`src/rtl/msda_pkg.sv`:
```
// ----------------------------------------------------------------------------
// msda_pkg
// Opcode, function and mnemonic id codes of the decode/ALU unit.
// ----------------------------------------------------------------------------
`default_nettype none

package msda_pkg;

    localparam int unsigned DATA_W = 32;
    localparam int unsigned IMM_W  = 16;
    localparam int unsigned CODE_W = 6;
    localparam int unsigned REG_W  = 5;
    localparam int unsigned ID_W   = 6;
    localparam int unsigned SHAMT_W = 5;

    // R-type function codes
    localparam logic [CODE_W-1:0] FN_SLL  = 6'h00;
    localparam logic [CODE_W-1:0] FN_SRL  = 6'h02;
    localparam logic [CODE_W-1:0] FN_SRA  = 6'h03;
    localparam logic [CODE_W-1:0] FN_JR   = 6'h08;
    localparam logic [CODE_W-1:0] FN_ADD  = 6'h20;
    localparam logic [CODE_W-1:0] FN_SUB  = 6'h22;
    localparam logic [CODE_W-1:0] FN_AND  = 6'h24;
    localparam logic [CODE_W-1:0] FN_OR   = 6'h25;
    localparam logic [CODE_W-1:0] FN_XOR  = 6'h26;
    localparam logic [CODE_W-1:0] FN_NOR  = 6'h27;
    localparam logic [CODE_W-1:0] FN_NAND = 6'h28;
    localparam logic [CODE_W-1:0] FN_SLT  = 6'h2A;

    // primary opcodes
    localparam logic [CODE_W-1:0] OP_RTYPE = 6'h00;
    localparam logic [CODE_W-1:0] OP_J     = 6'h02;
    localparam logic [CODE_W-1:0] OP_JAL   = 6'h03;
    localparam logic [CODE_W-1:0] OP_BEQ   = 6'h04;
    localparam logic [CODE_W-1:0] OP_BNE   = 6'h05;
    localparam logic [CODE_W-1:0] OP_ADDI  = 6'h08;
    localparam logic [CODE_W-1:0] OP_SLTI  = 6'h0A;
    localparam logic [CODE_W-1:0] OP_ANDI  = 6'h0C;
    localparam logic [CODE_W-1:0] OP_ORI   = 6'h0D;
    localparam logic [CODE_W-1:0] OP_NORI  = 6'h0E;
    localparam logic [CODE_W-1:0] OP_LUI   = 6'h0F;
    localparam logic [CODE_W-1:0] OP_LB    = 6'h20;
    localparam logic [CODE_W-1:0] OP_LH    = 6'h21;
    localparam logic [CODE_W-1:0] OP_LW    = 6'h23;
    localparam logic [CODE_W-1:0] OP_LBU   = 6'h24;
    localparam logic [CODE_W-1:0] OP_LHU   = 6'h25;
    localparam logic [CODE_W-1:0] OP_SB    = 6'h28;
    localparam logic [CODE_W-1:0] OP_SH    = 6'h29;
    localparam logic [CODE_W-1:0] OP_SW    = 6'h2B;
    localparam logic [CODE_W-1:0] OP_HALT  = 6'h3F;

    // mnemonic ids
    localparam logic [ID_W-1:0] ID_UNKNOWN = 6'd0;
    localparam logic [ID_W-1:0] ID_ADD  = 6'd1;
    localparam logic [ID_W-1:0] ID_SUB  = 6'd2;
    localparam logic [ID_W-1:0] ID_AND  = 6'd3;
    localparam logic [ID_W-1:0] ID_OR   = 6'd4;
    localparam logic [ID_W-1:0] ID_XOR  = 6'd5;
    localparam logic [ID_W-1:0] ID_NOR  = 6'd6;
    localparam logic [ID_W-1:0] ID_NAND = 6'd7;
    localparam logic [ID_W-1:0] ID_SLT  = 6'd8;
    localparam logic [ID_W-1:0] ID_NOP  = 6'd9;
    localparam logic [ID_W-1:0] ID_SLL  = 6'd10;
    localparam logic [ID_W-1:0] ID_SRL  = 6'd11;
    localparam logic [ID_W-1:0] ID_SRA  = 6'd12;
    localparam logic [ID_W-1:0] ID_JR   = 6'd13;
    localparam logic [ID_W-1:0] ID_ADDI = 6'd14;
    localparam logic [ID_W-1:0] ID_LW   = 6'd15;
    localparam logic [ID_W-1:0] ID_LH   = 6'd16;
    localparam logic [ID_W-1:0] ID_LHU  = 6'd17;
    localparam logic [ID_W-1:0] ID_LB   = 6'd18;
    localparam logic [ID_W-1:0] ID_LBU  = 6'd19;
    localparam logic [ID_W-1:0] ID_SW   = 6'd20;
    localparam logic [ID_W-1:0] ID_SH   = 6'd21;
    localparam logic [ID_W-1:0] ID_SB   = 6'd22;
    localparam logic [ID_W-1:0] ID_LUI  = 6'd23;
    localparam logic [ID_W-1:0] ID_ANDI = 6'd24;
    localparam logic [ID_W-1:0] ID_ORI  = 6'd25;
    localparam logic [ID_W-1:0] ID_NORI = 6'd26;
    localparam logic [ID_W-1:0] ID_SLTI = 6'd27;
    localparam logic [ID_W-1:0] ID_BEQ  = 6'd28;
    localparam logic [ID_W-1:0] ID_BNE  = 6'd29;
    localparam logic [ID_W-1:0] ID_J    = 6'd30;
    localparam logic [ID_W-1:0] ID_JAL  = 6'd31;
    localparam logic [ID_W-1:0] ID_HALT = 6'd32;

endpackage

`default_nettype wire

```
`src/rtl/mips_subset_decode_alu_unit.sv`:
```
// ----------------------------------------------------------------------------
// mips_subset_decode_alu_unit
// Decode and execute stage: input register, one pass of decode/ALU logic,
// result register.
// ----------------------------------------------------------------------------
// An input beat passes through the input register, then the result register.
// Throughput: one beat per cycle while out_stall is low; set by the single decode/ALU pass.
// in_stall follows out_stall only when both registers hold a beat.
// Reset clears both valid flags; payload registers are not reset.
`default_nettype none

module mips_subset_decode_alu_unit
(
    input  wire logic                                 clk,
    input  wire logic                                 rst_n,

    input  wire logic                                 in_valid,
    output logic                                      in_stall,
    input  wire logic [msda_pkg::CODE_W-1:0]          opcode,
    input  wire logic [msda_pkg::CODE_W-1:0]          funct,
    input  wire logic [msda_pkg::REG_W-1:0]           rt_num,
    input  wire logic [msda_pkg::REG_W-1:0]           rd_num,
    input  wire logic signed [msda_pkg::IMM_W-1:0]    imm,
    input  wire logic signed [msda_pkg::DATA_W-1:0]   rs_value,
    input  wire logic signed [msda_pkg::DATA_W-1:0]   rt_value,

    output logic                                      out_valid,
    input  wire logic                                 out_stall,
    output logic signed [msda_pkg::DATA_W-1:0]        exec_value,
    output logic [msda_pkg::ID_W-1:0]                 mnemonic_id
);

    // input register
    logic                              in_valid_reg;
    logic [msda_pkg::CODE_W-1:0]       opcode_reg;
    logic [msda_pkg::CODE_W-1:0]       funct_reg;
    logic [msda_pkg::REG_W-1:0]        rt_num_reg;
    logic [msda_pkg::REG_W-1:0]        rd_num_reg;
    logic [msda_pkg::IMM_W-1:0]        imm_reg;
    logic [msda_pkg::DATA_W-1:0]       rs_value_reg;
    logic [msda_pkg::DATA_W-1:0]       rt_value_reg;

    // result register
    logic                              out_valid_reg;
    logic [msda_pkg::DATA_W-1:0]       exec_value_reg;
    logic [msda_pkg::ID_W-1:0]         mnemonic_id_reg;
    logic [msda_pkg::DATA_W-1:0]       exec_value_next;
    logic [msda_pkg::ID_W-1:0]         mnemonic_id_next;

    logic                              res_free;
    logic                              advance;
    logic                              in_take;

    logic [msda_pkg::DATA_W-1:0]       imm_se;
    logic [msda_pkg::DATA_W-1:0]       imm_ze;
    logic [msda_pkg::DATA_W-1:0]       addr_sum;
    logic [msda_pkg::SHAMT_W-1:0]      shamt;
    logic                              is_nop;

    assign res_free = !out_valid_reg || !out_stall;
    assign advance  = in_valid_reg && res_free;
    assign in_stall = in_valid_reg && !res_free;
    assign in_take  = in_valid && !in_stall;

    always_ff @(posedge clk or negedge rst_n)
    begin
        if (!rst_n)
        begin
            in_valid_reg  <= 1'b0;
            out_valid_reg <= 1'b0;
        end
        else
        begin
            if (in_take)
                in_valid_reg <= 1'b1;
            else if (advance)
                in_valid_reg <= 1'b0;

            if (advance)
                out_valid_reg <= 1'b1;
            else if (!out_stall)
                out_valid_reg <= 1'b0;
        end
    end

    always_ff @(posedge clk)
    begin
        if (in_take)
        begin
            opcode_reg   <= opcode;
            funct_reg    <= funct;
            rt_num_reg   <= rt_num;
            rd_num_reg   <= rd_num;
            imm_reg      <= imm;
            rs_value_reg <= rs_value;
            rt_value_reg <= rt_value;
        end
        if (advance)
        begin
            exec_value_reg  <= exec_value_next;
            mnemonic_id_reg <= mnemonic_id_next;
        end
    end

    assign imm_se   = {{(msda_pkg::DATA_W-msda_pkg::IMM_W){imm_reg[msda_pkg::IMM_W-1]}},
                       imm_reg};
    assign imm_ze   = {{(msda_pkg::DATA_W-msda_pkg::IMM_W){1'b0}}, imm_reg};
    assign addr_sum = rs_value_reg + imm_se;
    assign shamt    = imm_reg[msda_pkg::SHAMT_W-1:0];
    // all-zero instruction word under funct 0
    assign is_nop   = (rt_num_reg == '0) && (rd_num_reg == '0) && (imm_reg == '0);

    always_comb
    begin
        exec_value_next  = '0;
        mnemonic_id_next = msda_pkg::ID_UNKNOWN;
        if (opcode_reg == msda_pkg::OP_RTYPE)
        begin
            unique case (funct_reg)
                msda_pkg::FN_ADD:
                begin
                    exec_value_next  = rs_value_reg + rt_value_reg;
                    mnemonic_id_next = msda_pkg::ID_ADD;
                end
                msda_pkg::FN_SUB:
                begin
                    exec_value_next  = rs_value_reg - rt_value_reg;
                    mnemonic_id_next = msda_pkg::ID_SUB;
                end
                msda_pkg::FN_AND:
                begin
                    exec_value_next  = rs_value_reg & rt_value_reg;
                    mnemonic_id_next = msda_pkg::ID_AND;
                end
                msda_pkg::FN_OR:
                begin
                    exec_value_next  = rs_value_reg | rt_value_reg;
                    mnemonic_id_next = msda_pkg::ID_OR;
                end
                msda_pkg::FN_XOR:
                begin
                    exec_value_next  = rs_value_reg ^ rt_value_reg;
                    mnemonic_id_next = msda_pkg::ID_XOR;
                end
                msda_pkg::FN_NOR:
                begin
                    exec_value_next  = ~(rs_value_reg | rt_value_reg);
                    mnemonic_id_next = msda_pkg::ID_NOR;
                end
                msda_pkg::FN_NAND:
                begin
                    exec_value_next  = ~(rs_value_reg & rt_value_reg);
                    mnemonic_id_next = msda_pkg::ID_NAND;
                end
                msda_pkg::FN_SLT:
                begin
                    exec_value_next  = {{(msda_pkg::DATA_W-1){1'b0}},
                                        $signed(rs_value_reg) < $signed(rt_value_reg)};
                    mnemonic_id_next = msda_pkg::ID_SLT;
                end
                msda_pkg::FN_SLL:
                begin
                    exec_value_next  = rt_value_reg << shamt;
                    mnemonic_id_next = is_nop ? msda_pkg::ID_NOP : msda_pkg::ID_SLL;
                end
                msda_pkg::FN_SRL:
                begin
                    exec_value_next  = rt_value_reg >> shamt;
                    mnemonic_id_next = msda_pkg::ID_SRL;
                end
                msda_pkg::FN_SRA:
                begin
                    exec_value_next  = $unsigned($signed(rt_value_reg) >>> shamt);
                    mnemonic_id_next = msda_pkg::ID_SRA;
                end
                msda_pkg::FN_JR:
                begin
                    mnemonic_id_next = msda_pkg::ID_JR;
                end
                default:
                begin
                    mnemonic_id_next = msda_pkg::ID_UNKNOWN;
                end
            endcase
        end
        else
        begin
            // value path: loads and stores share the address adder with addi
            case (opcode_reg) inside
                msda_pkg::OP_ADDI, msda_pkg::OP_LW, msda_pkg::OP_LH, msda_pkg::OP_LHU,
                msda_pkg::OP_LB, msda_pkg::OP_LBU, msda_pkg::OP_SW, msda_pkg::OP_SH,
                msda_pkg::OP_SB:
                    exec_value_next = addr_sum;
                msda_pkg::OP_LUI:
                    exec_value_next = {imm_reg, {(msda_pkg::DATA_W-msda_pkg::IMM_W){1'b0}}};
                msda_pkg::OP_ANDI:
                    exec_value_next = rs_value_reg & imm_ze;
                msda_pkg::OP_ORI:
                    exec_value_next = rs_value_reg | imm_ze;
                msda_pkg::OP_NORI:
                    exec_value_next = ~(rs_value_reg | imm_ze);
                msda_pkg::OP_SLTI:
                    exec_value_next = {{(msda_pkg::DATA_W-1){1'b0}},
                                       $signed(rs_value_reg) < $signed(imm_se)};
                default:
                    exec_value_next = '0;
            endcase

            unique case (opcode_reg)
                msda_pkg::OP_ADDI: mnemonic_id_next = msda_pkg::ID_ADDI;
                msda_pkg::OP_LW:   mnemonic_id_next = msda_pkg::ID_LW;
                msda_pkg::OP_LH:   mnemonic_id_next = msda_pkg::ID_LH;
                msda_pkg::OP_LHU:  mnemonic_id_next = msda_pkg::ID_LHU;
                msda_pkg::OP_LB:   mnemonic_id_next = msda_pkg::ID_LB;
                msda_pkg::OP_LBU:  mnemonic_id_next = msda_pkg::ID_LBU;
                msda_pkg::OP_SW:   mnemonic_id_next = msda_pkg::ID_SW;
                msda_pkg::OP_SH:   mnemonic_id_next = msda_pkg::ID_SH;
                msda_pkg::OP_SB:   mnemonic_id_next = msda_pkg::ID_SB;
                msda_pkg::OP_LUI:  mnemonic_id_next = msda_pkg::ID_LUI;
                msda_pkg::OP_ANDI: mnemonic_id_next = msda_pkg::ID_ANDI;
                msda_pkg::OP_ORI:  mnemonic_id_next = msda_pkg::ID_ORI;
                msda_pkg::OP_NORI: mnemonic_id_next = msda_pkg::ID_NORI;
                msda_pkg::OP_SLTI: mnemonic_id_next = msda_pkg::ID_SLTI;
                msda_pkg::OP_BEQ:  mnemonic_id_next = msda_pkg::ID_BEQ;
                msda_pkg::OP_BNE:  mnemonic_id_next = msda_pkg::ID_BNE;
                msda_pkg::OP_J:    mnemonic_id_next = msda_pkg::ID_J;
                msda_pkg::OP_JAL:  mnemonic_id_next = msda_pkg::ID_JAL;
                msda_pkg::OP_HALT: mnemonic_id_next = msda_pkg::ID_HALT;
                default:           mnemonic_id_next = msda_pkg::ID_UNKNOWN;
            endcase
        end
    end

    assign out_valid   = out_valid_reg;
    assign exec_value  = exec_value_reg;
    assign mnemonic_id = mnemonic_id_reg;

endmodule

`default_nettype wire

```
`config.mk`:
```
export PLATFORM = sky130hd
export DESIGN_NAME = mips_subset_decode_alu_unit
export DESIGN_NICKNAME = d
export VERILOG_FILES = /design/src/rtl/msda_pkg.sv /design/src/rtl/mips_subset_decode_alu_unit.sv
export SDC_FILE = /design/constraint.sdc
export NUM_CORES = 1
export LEC_CHECK = 0
export ABC_AREA = 0
export BUFFER_PORTS_ARGS = -buffer_cell sky130_fd_sc_hd__buf_4
export CAP_MARGIN = 20
export CORE_ASPECT_RATIO = 0.9
export CORE_UTILIZATION = 40
export DETAILED_ROUTE_END_ITERATION = 7
export GPL_ROUTABILITY_DRIVEN = 0
export PLACE_DENSITY = 0.57
export SLEW_MARGIN = 5
export SYNTH_ARGS = -nofsm -noshare
export SYNTH_HDL_FRONTEND = slang
export SYNTH_SLANG_ARGS = --single-unit
```
`constraint.sdc`:
```
create_clock -name clk -period 4.9 [get_ports clk]
set_clock_uncertainty 0.15 [all_clocks]
set_input_delay 0.98 -clock clk [delete_from_list [all_inputs] [get_ports clk]]
set_output_delay 0.98 -clock clk [all_outputs]
set_load 0.02 [all_outputs]
```
==> flow_summary.ini <==
[timing]
fmax_mhz = 227
setup_viol = 0
layout_worst_path_cycle_share_pct = 89.9
holdWs_ps = 108
finalHoldViolCount = 0
min_period_ps = 4410
grt_setup_unrepaired = no
worst_slew_pin_slew_ps = 998
timing.slew.headroom_pct = 33.5
final-max-slew-violation-count = 0
tns_ps = 0

[critical_path]
nature_of_the_critical_path_endpoint = flip-flop
critPathRequiredTime_ps = 5080
cp_max_fo = 8
timing_worst_setup_path_type = reg -> reg
cp_data_arrival_time_ps = 4590
worst_setup_path_start_kind = flip-flop

[finish]
layout.nets = 2467
synthToLayoutAreaGrowth_pct = 13.1
drive_above_1_share_pct = 15.0
insertedDiodeCount = 0

[detailed_routing]
route.antenna.remaining_nets = 0
wl_per_cell_um = 26.1
dr.pass1.iters = 8
routed-via-count = 18100
dr.first_iter.drc_count = 2502
detail_route.vias_per_cell = 6.58
detail_route.wirelength_um = 71700
drt_drc_violations_left = 0

[power]
p_per_area_nw_per_um2 = 240
vdd_ir_drop_max_v = 0.000199
p_total_uw = 4760
leakage_uw = 0.00818

[clock_network]
cts.repair_timing.setup_buffer_count = 0
cts_htree_levels = 4
cts.sinks = 148
cts_root_buf = sky130_fd_sc_hd__clkbuf_16
max-clock-path-buffers = 2
clkLatencyLatePin_ps = 490
cts_resizes = 0
cts_inserted_buffers = 17
clkTransAtPathRegs_ps = 80
tritoncts = done
cts-hold-fix-buffers = 0

[floorplan]
core-area_um2 = 43100
std_cell_rows = 72
die_area_um2 = 44700
io_pins = 146
dieWidth_um = 223
initial_utilization_pct = 40.7
die-height_um = 201

[yosys]
synth.ff_latch_count = 148
number_of_enable_type_register_cells_in_the_synthesized_netlist = 140
synth_top_flop_cell = sky130_fd_sc_hd__edfxtp_1
synthesis.area_per_instance_um2 = 8.38
asyncSetResetFlopFracSynth_pct = 1.35
synth_area_leader_cell = sky130_fd_sc_hd__edfxtp_1
synthDominantCellAreaShare_pct = 24.0
number_of_nets_produced_by_synthesis = 2385
yosysWarnings = 0
yosysSeqAreaShare_pct = 25.0
synth.cell_area_um2 = 17500
synthCells = 2092
synth.top_cells.by_area = sky130_fd_sc_hd__edfxtp_1, sky130_fd_sc_hd__ha_1, sky130_fd_sc_hd__a21oi_1
yosysUniqueCellTypes = 90

[job]
max_cap_violations = 0

[hold_path]
worstHoldPathType = in -> async

[global_route]
first_global_vias = 16600
grt_pass1_wl_um = 106000
largest_net_degree_at_the_start_of_global_routing = 85
grt_antenna_before_repair = 0
global_route.overflow_total = 0
grt.total_usage_pct = 31.6

[outcome]
run_status = finished, final reports clean

[place]
hpwlAfterDp_um = 54900
port_buffers = 145
layout make-up:
cell class	count	area [µm²]
fill	4288	23200
multi-input combinational	1647	12000
sequential	148	4370
timing repair buffer	211	1620
tap	555	694
inverter	149	566
clock buffer	17	425
clock inverter	15	136
path summary, 6_finish.rpt:
| kind | startpoint | end | slack [ps] | depth (start not counted) |
|---|---|---|---|---|
| min in group clk | in_valid_reg | out_valid | 350 | 1 |
| max in group asynchronous | rst_n | in_valid_reg | 4400 | 1 |
| max | rt_value_reg[0] | exec_value[30] | 490 | 12 |
| max reg2reg | rt_value_reg[0] | exec_value[30] | 490 | 12 |
| min reg2reg | in_valid_reg | out_valid | 350 | 1 |
| min | rst_n | out_valid | 110 | 1 |
Yosys cell counts (11+ instances only):
library cell,count
sky130_fd_sc_hd__a2111oi_0,15
sky130_fd_sc_hd__a211oi_1,40
sky130_fd_sc_hd__a21o_1,34
sky130_fd_sc_hd__a21oi_1,211
sky130_fd_sc_hd__a221oi_1,23
sky130_fd_sc_hd__a31oi_1,22
sky130_fd_sc_hd__and3_1,15
sky130_fd_sc_hd__buf_1,19
sky130_fd_sc_hd__buf_2,19
sky130_fd_sc_hd__clkbuf_1,104
sky130_fd_sc_hd__edfxtp_1,140
sky130_fd_sc_hd__ha_1,184
sky130_fd_sc_hd__inv_1,146
sky130_fd_sc_hd__mux2_2,15
sky130_fd_sc_hd__mux2i_1,65
sky130_fd_sc_hd__mux4_2,38
sky130_fd_sc_hd__nand2_1,161
sky130_fd_sc_hd__nand2b_1,13
sky130_fd_sc_hd__nand3_1,21
sky130_fd_sc_hd__nand4_1,14
sky130_fd_sc_hd__nor2_1,201
sky130_fd_sc_hd__nor2b_1,13
sky130_fd_sc_hd__nor3_1,45
sky130_fd_sc_hd__nor4_1,12
sky130_fd_sc_hd__o2111ai_1,11
sky130_fd_sc_hd__o211ai_1,33
sky130_fd_sc_hd__o21ai_0,128
sky130_fd_sc_hd__o21bai_1,23
sky130_fd_sc_hd__o221ai_1,41
sky130_fd_sc_hd__o22ai_1,23
sky130_fd_sc_hd__o31ai_1,14
sky130_fd_sc_hd__or3_1,11
sky130_fd_sc_hd__xnor2_1,37
sky130_fd_sc_hd__xor2_1,31
worst max-delay path: stages (launching register included):
cell and delay, ps:
sky130_fd_sc_hd__edfxtp_1 530, sky130_fd_sc_hd__ha_1 300, sky130_fd_sc_hd__fa_1 430, sky130_fd_sc_hd__a21o_1 190, sky130_fd_sc_hd__and4_1 220, sky130_fd_sc_hd__o311ai_1 560, sky130_fd_sc_hd__nand3b_1 310, sky130_fd_sc_hd__a31oi_1 440
sky130_fd_sc_hd__o21ai_0 250, sky130_fd_sc_hd__a2111oi_0 420, sky130_fd_sc_hd__o31ai_1 130, sky130_fd_sc_hd__a31o_2 220, sky130_fd_sc_hd__o211ai_1 80
metrics by stage:
| stage | utilization [%] | instances | area (µm²) | setup slack [ps] |
|---|---|---|---|---|
| floorplan | - | 2092 | 17500 | 388 |
| global placement | 44.7 | 2710 | 19300 | 676 |
| detailed placement | 44.7 | 2710 | 19300 | 648 |
| CTS | 46.0 | 2742 | 19800 | 631 |
| global route | 46.0 | 2742 | 19800 | 306 |
| finish | 46.0 | 2742 | 19800 | 494 |
power breakdown:
part           internal [µW]  switching (µW)
Combinational            681            1120
Sequential              1500             123
Clock                    670             664
Total                   2850            1910
routing by layer:
metal	wire length [µm]	GRT usage [%]	share of wire, %	vias up
li1	-	-	-	8007
met1	28800	42.5	40	8597
met2	30800	47.0	43	1187
met3	7670	7.00	11	264
met4	4440	16.8	6.2	0
met5	0	0	0	-
placed cells by master (no fill, tap or decap), types with 40 or more instances in the layout:
cell type	n
sky130_fd_sc_hd__a21oi_1	211
sky130_fd_sc_hd__buf_4	208
sky130_fd_sc_hd__nor2_1	201
sky130_fd_sc_hd__ha_1	184
sky130_fd_sc_hd__nand2_1	161
sky130_fd_sc_hd__inv_1	144
sky130_fd_sc_hd__edfxtp_1	140
sky130_fd_sc_hd__o21ai_0	128
sky130_fd_sc_hd__mux2i_1	65
sky130_fd_sc_hd__nor3_1	44
sky130_fd_sc_hd__o221ai_1	41
sky130_fd_sc_hd__a211oi_1	40
kinds of logic (layout without fill, tap and decap cells):
kind of cell / after synthesis / after routing / synth area share [%]
mux: 118 / 118 / 9.56
buf+inv: 297 / 392 / 6.68
flops: 148 / 148 / 25.0
xor+xnor: 68 / 68 / 3.40
simple gates: 544 / 544 / 14.0
fa+ha+maj: 187 / 187 / 13.5
compound gates: 730 / 730 / 27.9
Note: power is estimated with default switching activity, not from simulation.
